--- config.mk ---
export PLATFORM = sky130hd
export DESIGN_NAME = sine_tone_generator_unit_flat
export DESIGN_NICKNAME = d
export VERILOG_FILES = /design/src/stg_pkg.sv /design/src/stg_if.sv /design/src/sine_tone_generator_unit.sv /design/src/flat_wrapper.sv
export VERILOG_INCLUDE_DIRS = /design/src /design/src/src
export SDC_FILE = /design/constraint.sdc
export NUM_CORES = 2
export LEC_CHECK = 0
export BUFFER_PORTS_ARGS = -buffer_cell sky130_fd_sc_hd__buf_4
export CORE_MARGIN = 2
export CORE_UTILIZATION = 60
export DETAILED_ROUTE_END_ITERATION = 8
export PLACE_DENSITY = 0.85
export SYNTH_ARGS = -nofsm -noshare
export SYNTH_HDL_FRONTEND = slang
export SYNTH_SLANG_ARGS = --single-unit
--- constraint.sdc ---
create_clock -name clk -period 29 [get_ports clk]
set_clock_uncertainty 0.15 [all_clocks]
set_input_delay 2.9 -clock clk [delete_from_list [all_inputs] [get_ports clk]]
set_output_delay 2.9 -clock clk [all_outputs]
set_load 0.03 [all_outputs]
--- src/assert_macros.svh ---
// assertion helpers shared by the rtl
`ifndef ASSERT_MACROS_SVH
`define ASSERT_MACROS_SVH

// same-cycle implication
`define ASSERT_IMPL(label, clk, rst_n, ante, cons) \
	label: assert property (@(posedge clk) disable iff (!rst_n) (ante) |-> (cons)) \
		else $error("same-cycle implication failed");

// next-cycle implication
`define ASSERT_NEXT(label, clk, rst_n, ante, cons) \
	label: assert property (@(posedge clk) disable iff (!rst_n) (ante) |=> (cons)) \
		else $error("next-cycle implication failed");

`endif

--- src/stg_pkg.sv ---
package stg_pkg;

	localparam int FRAME_COUNT_W = 7;
	localparam int SAMPLE_W      = 16;
	localparam int INDEX_W       = 32;
	localparam int PERIOD_W      = 12;
	localparam int VOLUME_W      = 15;
	localparam int CFG_IDX_W     = 2;
	localparam int CFG_DATA_W    = 15;

	// turn fraction seen by the sine unit, angle magnitude and cordic datapath
	localparam int TURN_W  = 32;
	localparam int ANGLE_W = 31;
	localparam int CW      = 34;
	localparam int ATAN_W  = 31;
	localparam int SHIFT_W = 5;

	localparam logic [PERIOD_W-1:0] PERIOD_RESET = 12'd187;
	localparam logic [PERIOD_W-1:0] PERIOD_MIN   = 12'd2;
	localparam logic [VOLUME_W-1:0] VOLUME_RESET = 15'd2000;

	localparam logic [31:0]          PI_Q30          = 32'd3373259426;
	localparam logic signed [CW-1:0] CORDIC_GAIN_Q30 = 34'sd652032874;
	localparam logic signed [32:0]   TURN_QUARTER    = 33'sd1073741824;
	localparam logic signed [32:0]   TURN_HALF       = 33'sd2147483648;

	localparam logic signed [SAMPLE_W:0] SAMPLE_MAX = 17'sd32767;
	localparam logic [SAMPLE_W:0]        NEG_LIMIT  = 17'd32768;

	typedef enum logic [CFG_IDX_W-1:0] {
		REG_WAVE_PERIOD = 2'd0,
		REG_TONE_VOLUME = 2'd1
	} cfg_reg_t;

	typedef enum logic [2:0] {
		ST_IDLE,
		ST_DIV,
		ST_ANGLE,
		ST_LOAD,
		ST_ROTATE,
		ST_SCALE,
		ST_EMIT
	} state_t;

	// arctangent of 2^-i in q2.30, truncated
	function automatic logic [ATAN_W-1:0] atan_q30(input logic [SHIFT_W-1:0] i);
		logic [ATAN_W-1:0] r;
		case (i)
			5'd0:    r = 31'd843314856;
			5'd1:    r = 31'd497837829;
			5'd2:    r = 31'd263043836;
			5'd3:    r = 31'd133525158;
			5'd4:    r = 31'd67021686;
			5'd5:    r = 31'd33543515;
			5'd6:    r = 31'd16775850;
			5'd7:    r = 31'd8388437;
			5'd8:    r = 31'd4194282;
			5'd9:    r = 31'd2097149;
			5'd10:   r = 31'd1048575;
			5'd11:   r = 31'd524287;
			5'd12:   r = 31'd262143;
			5'd13:   r = 31'd131071;
			5'd14:   r = 31'd65535;
			5'd15:   r = 31'd32767;
			5'd16:   r = 31'd16383;
			5'd17:   r = 31'd8191;
			5'd18:   r = 31'd4095;
			5'd19:   r = 31'd2047;
			5'd20:   r = 31'd1023;
			5'd21:   r = 31'd511;
			5'd22:   r = 31'd255;
			5'd23:   r = 31'd127;
			default: r = 31'd0;
		endcase
		return r;
	endfunction

endpackage

--- src/stg_if.sv ---
interface stg_req_if;
	import stg_pkg::*;

	logic                     valid;
	logic                     ready;
	logic [FRAME_COUNT_W-1:0] frame_count;

	modport source(output valid, output frame_count, input ready);
	modport sink(input valid, input frame_count, output ready);
endinterface

interface stg_frame_if;
	import stg_pkg::*;

	logic                       valid;
	logic                       ready;
	logic signed [SAMPLE_W-1:0] left_sample;
	logic signed [SAMPLE_W-1:0] right_sample;
	logic [INDEX_W-1:0]         frame_index;
	logic                       burst_last;

	modport source(output valid, output left_sample, output right_sample,
		output frame_index, output burst_last, input ready);
	modport sink(input valid, input left_sample, input right_sample,
		input frame_index, input burst_last, output ready);
endinterface

--- src/sine_tone_generator_unit.sv ---
// sine tone generator, direct digital synthesis with an iterative cordic
// req: one request carries frame_count; it asks for that many stereo frames
//   (0 gives none, above MAX_BURST is cut to MAX_BURST)
// frames: one result per frame, same sample on left and right, the running
//   frame counter and a flag on the last frame of the request
// config: cfg_we/cfg_idx/cfg_data, index 0 wave_period, 1 tone_volume;
//   a period write starts a restoring divider for the phase step once the
//   block is idle, req.ready stays low until it is done
// frame steps: each frame runs angle multiply, cordic load, SINE_STEPS shared
//   cordic iterations, volume multiply and the saturate/emit step; the frames
//   of a burst are computed one after another on the single cordic datapath
// one request is worked on at a time; req.ready is high only when idle
// stall: a finished frame sits in the output register while the next one
//   is computed; the block waits in the emit step until that register frees
// reset: phase and frame counter zero, period 187, volume 2000, phase step
//   floor(2^PHASE_BITS/187), no frame pending
`include "assert_macros.svh"

module sine_tone_generator_unit #(
	parameter int PHASE_BITS = 32,
	parameter int MAX_BURST  = 64,
	parameter int SINE_STEPS = 16
) (
	input  logic                            clk,
	input  logic                            arst_n,
	input  logic                            cfg_we,
	input  logic [stg_pkg::CFG_IDX_W-1:0]   cfg_idx,
	input  logic [stg_pkg::CFG_DATA_W-1:0]  cfg_data,
	stg_req_if.sink                         req,
	stg_frame_if.source                     frames
);
	import stg_pkg::*;

	localparam int FL_W      = $clog2(MAX_BURST + 1);
	localparam int ITER_W    = (SINE_STEPS > 1) ? $clog2(SINE_STEPS) : 1;
	localparam int DIV_CNT_W = $clog2(PHASE_BITS + 1);
	localparam logic [PHASE_BITS-1:0] STEP_RESET =
		PHASE_BITS'((65'd1 << PHASE_BITS) / 65'd187);
	localparam logic [ITER_W-1:0]        ITER_LAST = ITER_W'(SINE_STEPS - 1);
	localparam logic [DIV_CNT_W-1:0]     DIV_TOP   = DIV_CNT_W'(PHASE_BITS);
	localparam logic [FRAME_COUNT_W-1:0] BURST_MAX = FRAME_COUNT_W'(MAX_BURST);

	state_t state_q, state_d;

	logic [PERIOD_W-1:0]   period_q;
	logic [VOLUME_W-1:0]   volume_q;
	logic                  div_pend_q;
	logic [PHASE_BITS-1:0] step_q;
	logic [PHASE_BITS-1:0] phase_q;
	logic [INDEX_W-1:0]    frame_cnt_q;
	logic [FL_W-1:0]       frames_left_q;

	logic [DIV_CNT_W-1:0]  div_cnt_q;
	logic [PERIOD_W-1:0]   rem_q;
	logic [PHASE_BITS-1:0] quo_q;

	logic [ANGLE_W-1:0]    ang_q;
	logic                  ang_neg_q;
	logic signed [CW-1:0]  x_q, y_q, z_q;
	logic [ITER_W-1:0]     iter_q;
	logic                  y_neg_q;
	logic [TURN_W+VOLUME_W-1:0] scl_q;

	logic                  out_vld_q;
	logic signed [SAMPLE_W-1:0] sample_q;
	logic [INDEX_W-1:0]    index_q;
	logic                  last_q;

	// sequencer controls
	logic req_rdy, accept, div_init, div_run, div_done, ang_en, load_en, rot_en;
	logic scale_en, emit_en;
	logic out_free;

	assign out_free = !out_vld_q || frames.ready;
	assign div_done = (div_cnt_q == '0);

	always_ff @(posedge clk or negedge arst_n) begin
		if (!arst_n) begin
			state_q <= ST_IDLE;
		end else begin
			state_q <= state_d;
		end
	end

	always_comb begin
		state_d  = state_q;
		req_rdy  = 1'b0;
		div_init = 1'b0;
		div_run  = 1'b0;
		ang_en   = 1'b0;
		load_en  = 1'b0;
		rot_en   = 1'b0;
		scale_en = 1'b0;
		emit_en  = 1'b0;
		case (state_q)
			ST_IDLE: begin
				if (div_pend_q) begin
					div_init = 1'b1;
					state_d  = ST_DIV;
				end else begin
					req_rdy = 1'b1;
					if (req.valid && req.frame_count != '0) begin
						state_d = ST_ANGLE;
					end
				end
			end
			ST_DIV: begin
				div_run = 1'b1;
				// a newer period write restarts the division from idle
				if (div_pend_q || div_done) begin
					state_d = ST_IDLE;
				end
			end
			ST_ANGLE: begin
				ang_en  = 1'b1;
				state_d = ST_LOAD;
			end
			ST_LOAD: begin
				load_en = 1'b1;
				state_d = ST_ROTATE;
			end
			ST_ROTATE: begin
				rot_en = 1'b1;
				if (iter_q == ITER_LAST) begin
					state_d = ST_SCALE;
				end
			end
			ST_SCALE: begin
				scale_en = 1'b1;
				state_d  = ST_EMIT;
			end
			ST_EMIT: begin
				if (out_free) begin
					emit_en = 1'b1;
					state_d = (frames_left_q == FL_W'(1)) ? ST_IDLE : ST_ANGLE;
				end
			end
			default: begin
				state_d = ST_IDLE;
			end
		endcase
	end

	assign accept    = req_rdy && req.valid;
	assign req.ready = req_rdy;

	// configuration registers
	always_ff @(posedge clk or negedge arst_n) begin
		if (!arst_n) begin
			period_q   <= PERIOD_RESET;
			volume_q   <= VOLUME_RESET;
			div_pend_q <= 1'b0;
		end else begin
			if (cfg_we && cfg_idx == REG_WAVE_PERIOD) begin
				period_q   <= cfg_data[PERIOD_W-1:0];
				div_pend_q <= 1'b1;
			end else if (div_init) begin
				div_pend_q <= 1'b0;
			end
			if (cfg_we && cfg_idx == REG_TONE_VOLUME) begin
				volume_q <= cfg_data[VOLUME_W-1:0];
			end
		end
	end

	// restoring divider: 2^PHASE_BITS / max(period, PERIOD_MIN), one quotient bit a cycle
	logic [PERIOD_W-1:0] divisor;
	logic [PERIOD_W:0]   trial;
	logic                q_bit;

	assign divisor = (period_q < PERIOD_MIN) ? PERIOD_MIN : period_q;
	assign trial   = {rem_q, (div_cnt_q == DIV_TOP)};
	assign q_bit   = (trial >= {1'b0, divisor});

	always_ff @(posedge clk) begin
		if (div_init) begin
			div_cnt_q <= DIV_TOP;
			rem_q     <= '0;
			quo_q     <= '0;
		end else if (div_run) begin
			div_cnt_q <= div_cnt_q - DIV_CNT_W'(1);
			rem_q     <= q_bit ? PERIOD_W'(trial - {1'b0, divisor}) : trial[PERIOD_W-1:0];
			quo_q     <= {quo_q[PHASE_BITS-2:0], q_bit};
		end
	end

	always_ff @(posedge clk or negedge arst_n) begin
		if (!arst_n) begin
			step_q <= STEP_RESET;
		end else if (div_run && div_done && !div_pend_q) begin
			step_q <= {quo_q[PHASE_BITS-2:0], q_bit};
		end
	end

	// phase, frame counter and burst count
	logic [FRAME_COUNT_W-1:0] count_sat;
	assign count_sat = (req.frame_count > BURST_MAX) ? BURST_MAX : req.frame_count;

	always_ff @(posedge clk or negedge arst_n) begin
		if (!arst_n) begin
			phase_q       <= '0;
			frame_cnt_q   <= '0;
			frames_left_q <= '0;
		end else begin
			if (accept) begin
				frames_left_q <= FL_W'(count_sat);
			end else if (emit_en) begin
				frames_left_q <= frames_left_q - FL_W'(1);
			end
			if (emit_en) begin
				phase_q     <= phase_q + step_q;
				frame_cnt_q <= frame_cnt_q + INDEX_W'(1);
			end
		end
	end

	// turn fraction as 32 bits
	logic [TURN_W-1:0] turn;
	generate
		if (PHASE_BITS >= TURN_W) begin : g_turn_top
			assign turn = phase_q[PHASE_BITS-1 -: TURN_W];
		end else begin : g_turn_pad
			assign turn = {phase_q, {(TURN_W-PHASE_BITS){1'b0}}};
		end
	endgenerate

	// fold into the first and fourth quadrant, then scale by pi
	logic signed [32:0]       s_ext, s_fold;
	logic [ANGLE_W-1:0]       s_mag;
	logic [ANGLE_W+TURN_W-1:0] ang_prod;

	always_comb begin
		s_ext = {turn[TURN_W-1], turn};
		if (s_ext > TURN_QUARTER) begin
			s_fold = TURN_HALF - s_ext;
		end else if (s_ext < -TURN_QUARTER) begin
			s_fold = -TURN_HALF - s_ext;
		end else begin
			s_fold = s_ext;
		end
		s_mag = s_fold[32] ? ANGLE_W'(-s_fold) : ANGLE_W'(s_fold);
	end

	assign ang_prod = (ANGLE_W+TURN_W)'(s_mag) * (ANGLE_W+TURN_W)'(PI_Q30);

	always_ff @(posedge clk) begin
		if (ang_en) begin
			ang_q     <= ang_prod[ANGLE_W+TURN_W-2 -: ANGLE_W];
			ang_neg_q <= s_fold[32];
		end
	end

	// shared cordic datapath, one rotation a cycle
	logic signed [CW-1:0] dx, dy, at, z_init;

	assign dx     = y_q >>> iter_q;
	assign dy     = x_q >>> iter_q;
	assign at     = CW'(atan_q30(SHIFT_W'(iter_q)));
	assign z_init = ang_neg_q ? -CW'(ang_q) : CW'(ang_q);

	always_ff @(posedge clk) begin
		if (load_en) begin
			x_q    <= CORDIC_GAIN_Q30;
			y_q    <= '0;
			z_q    <= z_init;
			iter_q <= '0;
		end else if (rot_en) begin
			if (!z_q[CW-1]) begin
				x_q <= x_q - dx;
				y_q <= y_q + dy;
				z_q <= z_q - at;
			end else begin
				x_q <= x_q + dx;
				y_q <= y_q - dy;
				z_q <= z_q + at;
			end
			iter_q <= iter_q + ITER_W'(1);
		end
	end

	// volume scaling
	logic [TURN_W-1:0] y_abs;
	assign y_abs = y_q[CW-1] ? TURN_W'(-y_q) : TURN_W'(y_q);

	always_ff @(posedge clk) begin
		if (scale_en) begin
			scl_q   <= (TURN_W+VOLUME_W)'(y_abs) * (TURN_W+VOLUME_W)'(volume_q);
			y_neg_q <= y_q[CW-1];
		end
	end

	// truncate toward zero, then saturate
	logic [SAMPLE_W:0]          s_abs;
	logic signed [SAMPLE_W-1:0] sample_d;

	always_comb begin
		s_abs = scl_q[30 +: SAMPLE_W+1];
		if (y_neg_q) begin
			sample_d = (s_abs > NEG_LIMIT) ? SAMPLE_W'(-NEG_LIMIT) : SAMPLE_W'(-s_abs);
		end else begin
			sample_d = (s_abs > SAMPLE_MAX) ? SAMPLE_W'(SAMPLE_MAX) : SAMPLE_W'(s_abs);
		end
	end

	// output register
	always_ff @(posedge clk or negedge arst_n) begin
		if (!arst_n) begin
			out_vld_q <= 1'b0;
		end else if (emit_en) begin
			out_vld_q <= 1'b1;
		end else if (frames.ready) begin
			out_vld_q <= 1'b0;
		end
	end

	always_ff @(posedge clk) begin
		if (emit_en) begin
			sample_q <= sample_d;
			index_q  <= frame_cnt_q;
			last_q   <= (frames_left_q == FL_W'(1));
		end
	end

	assign frames.valid        = out_vld_q;
	assign frames.left_sample  = sample_q;
	assign frames.right_sample = sample_q;
	assign frames.frame_index  = index_q;
	assign frames.burst_last   = last_q;

	`ASSERT_IMPL(a_idle_no_burst, clk, arst_n, req.ready, frames_left_q == '0 && !div_pend_q)
	`ASSERT_IMPL(a_emit_has_frame, clk, arst_n, emit_en, frames_left_q != '0)
	`ASSERT_NEXT(a_cnt_advance, clk, arst_n, emit_en, frame_cnt_q == $past(frame_cnt_q) + 32'd1)
	`ASSERT_NEXT(a_step_hold, clk, arst_n, state_q != ST_DIV, step_q == $past(step_q))

endmodule
--- src/flat_wrapper.sv ---
// flat-port wrapper written by rule: the top's interface ports become plain ports
module sine_tone_generator_unit_flat import stg_pkg::*;
#(
	parameter int PHASE_BITS = 32,
	parameter int MAX_BURST  = 64,
	parameter int SINE_STEPS = 16
)
  (clk, arst_n, cfg_we, cfg_idx, cfg_data, req_valid, req_frame_count, req_ready, frames_valid, frames_left_sample, frames_right_sample, frames_frame_index, frames_burst_last, frames_ready);
  stg_req_if req_i ();
  stg_frame_if frames_i ();
  input  logic clk;
  input  logic arst_n;
  input  logic cfg_we;
  input  logic [stg_pkg::CFG_IDX_W-1:0] cfg_idx;
  input  logic [stg_pkg::CFG_DATA_W-1:0] cfg_data;
  input wire logic [$bits(req_i.valid)-1:0] req_valid;
  input wire logic [$bits(req_i.frame_count)-1:0] req_frame_count;
  output wire logic [$bits(req_i.ready)-1:0] req_ready;
  output wire logic [$bits(frames_i.valid)-1:0] frames_valid;
  output wire logic [$bits(frames_i.left_sample)-1:0] frames_left_sample;
  output wire logic [$bits(frames_i.right_sample)-1:0] frames_right_sample;
  output wire logic [$bits(frames_i.frame_index)-1:0] frames_frame_index;
  output wire logic [$bits(frames_i.burst_last)-1:0] frames_burst_last;
  input wire logic [$bits(frames_i.ready)-1:0] frames_ready;
  assign req_i.valid = req_valid;
  assign req_i.frame_count = req_frame_count;
  assign req_ready = req_i.ready;
  assign frames_valid = frames_i.valid;
  assign frames_left_sample = frames_i.left_sample;
  assign frames_right_sample = frames_i.right_sample;
  assign frames_frame_index = frames_i.frame_index;
  assign frames_burst_last = frames_i.burst_last;
  assign frames_i.ready = frames_ready;
  sine_tone_generator_unit #(.PHASE_BITS(PHASE_BITS), .MAX_BURST(MAX_BURST), .SINE_STEPS(SINE_STEPS)) u_core (.clk(clk), .arst_n(arst_n), .cfg_we(cfg_we), .cfg_idx(cfg_idx), .cfg_data(cfg_data), .req(req_i), .frames(frames_i));
endmodule
# After elaboration in Yosys (flattened, before gate mapping)
# Memory sizes are Yosys's and may differ from the RTL's. A register that Yosys moved wholly into a read port is not among the register bits.
# Cells that the tools add are included.
# op_classes
add_sub_neg,18
mul,2
order_cmp,7
n_eq_ne,14
shifts,2
muxes,42
reduce_logical,19
# op_table
cell,count
2-to-1 mux 34 bit,6
adder 34 bit,2
>>> shifter 34 x 4 -> 34 bit,2
subtractor 34 bit,2
2-to-1 mux 33 bit,2
"multiplier 31 x 31 -> 61 bit, second input constant",1
2-to-1 mux 16 bit,3
multiplier 32 x 15 -> 47 bit,1
adder 34 x 32 -> 34 bit,1
negator 31 -> 34 bit,1
subtractor 34 x 32 -> 34 bit,1
"subtractor 32 x 32 -> 33 bit, first input constant",1
"subtractor 33 x 32 -> 33 bit, first input constant",1
"adder 32 x 1 -> 32 bit, second input constant",1
adder 32 bit,1
"> comparator 32 bit, second input constant",1
"< comparator 32 x 31 -> 1 bit, second input constant",1
2-to-1 mux 32 bit,1
negator 32 bit,1
2-to-1 mux 31 bit,1
negator 31 bit,1
2-to-1 mux 12 bit,2
2-to-1 mux 7 bit,3
case mux 3 bit (7 select lines),1
32 further kinds,66
# totals
register_bits,419
rom_bits,480
inputBits,29
output_inout_bits,67
word_cells,128
mem_count,1
# mem_list
name,depth,width,rd,rd_ports_with_merged_regs,write_ports,line,source
(name not given),16,30,1,1,0,stg_pkg.sv:48,case (i)

# Logic depth before layout (Yosys ltp)
# logic_depth
depth_word,6
ltp_mapped,39
depth_no_buf,37

# Least setup slack after synthesis
# No wires, ideal clock.
# synth_path
kind,reg2reg
startpoint,register u_core.phase_q[0]
endpoint,register u_core.ang_q[24] (data pin)
setup_ns,0.180
arrival_ns,10.053
required_time_ns,28.670
path_slack_ns,18.617
path_stages_with_launch,37
path_buffers,2
synth_period_minus_slack_ns,10.383
cell_sequence,dfrtp_1 inv_1 ha_1 nor2b_1 clkbuf_1 nand4_1 or2_1 o31ai_1 xor2_1 and3_1 nand4_1 o21ai_0 xor2_1 inv_1 fa_1 inv_1 fa_1 inv_1 fa_1 inv_1 ha_1 fa_1 fa_1 fa_1 ha_1 ha_1 a21o_1 a21o_1 a21oi_1 o21ai_0 a21oi_1 o21bai_1 a221o_1 or2_1 clkbuf_1 a2111o_1 o311ai_1
# synth_via
elab_chain_cells,6
elab_cells_between_ends,9
classes_between,add/sub (3); mul (1); order compare (2); mux (3)
# synth_rtl
item,line,source
start: declaration,sine_tone_generator_unit.sv:49,logic [PHASE_BITS-1:0] phase_q;
start signal: assignment,sine_tone_generator_unit.sv:211,phase_q <= phase_q + step_q;
subtractor 32 x 32 -> 33 bit / < comparator 32 x 31 -> 1 bit (equally long branches),"sine_tone_generator_unit.sv:237, sine_tone_generator_unit.sv:236",
2-to-1 mux 33 bit,sine_tone_generator_unit.sv:236,end else if (s_ext < -TURN_QUARTER) begin
2-to-1 mux 33 bit *,sine_tone_generator_unit.sv:234,if (s_ext > TURN_QUARTER) begin
negator 31 bit,sine_tone_generator_unit.sv:241,s_mag = s_fold[32] ? ANGLE_W'(-s_fold) : ANGLE_W'(s_fold);
2-to-1 mux 31 bit *,sine_tone_generator_unit.sv:241,
multiplier 31 x 31 -> 61 bit *,sine_tone_generator_unit.sv:244,assign ang_prod = (ANGLE_W+TURN_W)'(s_mag) * (ANGLE_W+TURN_W)'(PI_Q30);
named net u_core.ang_prod[55],sine_tone_generator_unit.sv:230,logic [ANGLE_W+TURN_W-1:0] ang_prod;
end signal: assignment,sine_tone_generator_unit.sv:248,ang_q <= ang_prod[ANGLE_W+TURN_W-2 -: ANGLE_W];
end: declaration,sine_tone_generator_unit.sv:57,logic [ANGLE_W-1:0] ang_q;
# Mark *: on every way through the listed nets, which the timed path passes. The rest lies on a longest branch.
# A chain may end at the register's enable or synchronous reset.

# Worst setup path after layout
# layout_path
startpoint,register u_core.phase_q[0]
endpoint,register u_core.ang_q[29] (data pin)
# The elaborated chain is that of the path after synthesis.

==> results by group <==
Routing
  – DRT Pass-1 Iters: 6
  – WL/cell: 19.9 um
  – Initial drt markers: 4361
  – Final wirelength: 152 mm
  – Vias per cell: 6.08
  – Via count: 46394
  – DRC: 0
  – Final antenna-violating net count: 0

Logic synthesis
  – Mean post-synth cell area: 9.37 um^2
  – Flops & latches, synth: 418
  – Post-Syn Instances: 6347
  – Largest cells by area after synthesis: fa_1, ha_1, edfxtp_1
  – FFs w/ async S/R, synth: 0.323
  – Post-Syn Area: 59500 um^2
  – Most common cell in the netlist: inv_1
  – Post-synth cell types: 113
  – Syn_nets: 7725
  – Number of flops mapped to enable cells by yosys: 133
  – Primary FF master, synth: dfxtp_1
  – Top cells by count, synth: inv_1, fa_1, nand2_1
  – Seq/Total Area, Yosys: 0.175
  – Post-synth top area cell: fa_1
  – Yosys warns: 0
  – Top cell type's share of synthesized area: 0.244

Hold path
  – Hold Crit Depth: 2
  – Hold Path Class: register to register

Placed design
  – RD Place Congestion: 1.00
  – Port Buf Inserts: 95
  – Post-DP HPWL: 118 mm

Setup path
  – CP Buf/Inv Count: 4
  – Flop2flop setup slack: 17370 ps
  – Setup CP Type: register to register
  – Top delay family on crit path: adder cells
  – Crit start category: register
  – FF-to-FF path depth: 34
  – Crit path max-delay cell type: xor2_1
  – Critical path depth: 34
  – Most used cell along the critical path: fa_1
  – CP peak stage delay: 770 ps
  – Worst EP required: 29220 ps
  – Crit. End Element: register
  – WP data arrival: 11850 ps
  – CP max FO: 16

Layout
  – Share of cells above drive strength 1: 0.0828
  – Layout Nets: 7675
  – Antenna diodes: 0
  – Area Growth Syn to Fin: 5.85%

Die
  – Num rows: 115
  – Starting Density: 0.605
  – Die Area: 102000 um^2
  – Die Wd: 319 um
  – Core area: 98300 um^2
  – Die Height: 319 um
  – Ports: 96

Job
  – Max_cap viols: 0

Clock network
  – Clock transition at path regs: 70 ps
  – H-tree Lvls: 2
  – CTS tree: done
  – Cts bufs inserted: 50
  – Number of post-CTS setup repair buffers: 0
  – Post-CTS Hold Buffers: 0
  – Clk Latency, worst-skew pair: 650 ps
  – Post_cts resized: 0
  – CTS Root Buffer Type: clkbuf_16
  – Clock buffer depth: 3
  – TritonCTS Sinks: 418

GRT
  – First-pass GRT wire length: 248 mm
  – GRT Total Usage: 0.303
  – Vias in the first global route: 47407
  – Largest net degree at the start of global routing: 88
  – Global route overflow: 0
  – Antenna violations before repair: 1

STA
  – Tightest Pin Transition: 1280 ps
  – RSZ-0062 raised after global routing: false
  – Final Cycle Share: 0.401
  – Max Freq: 86.0 MHz
  – Final Hold Fails: 0
  – Setup TNS: 0 ps
  – Slew HR: 0.148
  – Max Transition Viols Final: 0
  – Tmin final: 11630 ps
  – Final setup fails: 0

Status
  – Status: complete, no violations
==> kinds of logic (layout without fill, tap and decap cells) <==
group,count (synthesis),after routing,share of synthesized area
AO/OA/AOI/OAI,1096,1096,0.115
XOR/XNOR,448,448,0.0677
adder cells (fa/ha/maj),1354,1354,0.376
buffers and inverters,1136,1128,0.0748
flip-flops,418,418,0.175
multiplexers,212,212,0.0544
AND/OR/NAND/NOR,1683,1683,0.137
==> final timing paths <==
| kind | startpoint | endpoint |
|---|---|---|
| hold reg to reg | u_core.quo_q[2] | u_core.quo_q[3] |
| hold / removal | u_core.quo_q[2] | u_core.quo_q[3] |
| max in group asynchronous | arst_n | u_core.volume_q[0] |
| setup / recovery | u_core.phase_q[0] | u_core.ang_q[29] |
| setup reg to reg | u_core.phase_q[0] | u_core.ang_q[29] |
| min in group asynchronous | arst_n | u_core.frame_cnt_q[7] |
==> state kept, by name, indices dropped and copies added, names as in the netlist, 3 cells and up <==
| register | flops |
|---|---|
| u_core.x_q | 34 |
| u_core.phase_q | 32 |
| u_core.period_q | 12 |
| u_core.iter_q | 4 |
| u_core.volume_q | 15 |
| u_core.state_q | 3 |
| u_core.quo_q | 31 |
| u_core.ang_q | 31 |
| u_core.frames.frame_index | 32 |
| u_core.z_q | 34 |
| u_core.frame_cnt_q | 32 |
| u_core.frames_left_q | 7 |
| u_core.y_q | 34 |
| u_core.scl_q | 17 |
| u_core.at | 29 |
| u_core.rem_q | 12 |
| u_core.frames.left_sample | 16 |
| u_core.div_cnt_q | 6 |
| u_core.step_q | 32 |
==> worst reg2reg max path: cells and delay by family (launching register included) <==
family | cells | cell delay [ps]
simple gates | 8 | 2020
compound gates | 11 | 3080
fa+ha+maj | 9 | 3850
xor+xnor | 2 | 1110
flops | 1 | 590
buf+inv | 4 | 580
==> per-layer routing <==
layer  routed length, um  global-route usage  part of all wire
met5                  13                   0          0.000086
met4                4720              0.0923             0.031
met3               13400              0.0584             0.088
met2               71200               0.492              0.47
met1               62500               0.411              0.41
==> area by class of cell <==
type | count | area, um^2
repair buffers | 170 | 1280
multi-input cells | 4793 | 44800
well taps | 1287 | 1610
inverters | 864 | 3240
fillers | 7590 | 35300
clock inverters | 28 | 258
flip-flops and latches | 418 | 10400
clock buffers | 66 | 1370
==> metrics by stage <==
stage | std cells | hold slack, ps | area [um^2] | worst slack (ps) | utilization
after floorplan | 6347 | 256 | 59500 | 18620 | -
after global placement | 7532 | 299 | 61400 | 17780 | 0.624
after detailed placement | 7532 | 309 | 61400 | 17580 | 0.624
after CTS | 7626 | 319 | 63000 | 17500 | 0.641
after global routing | 7626 | 339 | 63000 | 16780 | 0.641
final | 7626 | 317 | 63000 | 17370 | 0.641
==> layout by cell type, fill, tap and decap left out, types with 53 or more instances in the layout <==
master,netlist,layout
nand2_1,716,716
mux2i_1,53,53
xor2_1,189,189
and2_1,228,228
nor3_1,83,81
ha_1,625,625
mux2_2,74,74
dfxtp_1,150,146
mux4_2,81,81
inv_1,857,856
nand3_1,90,89
xnor2_1,251,236
dfrtp_1,106,106
edfxtp_1,133,133
a21o_1,112,112
o21ai_0,273,273
a21oi_1,334,334
nor2_1,242,240
buf_4,22,169
fa_1,724,724
Power is left out: the tool's default activity adds up to more than one toggle a clock period on the data nets, which glitch-free logic cannot reach.
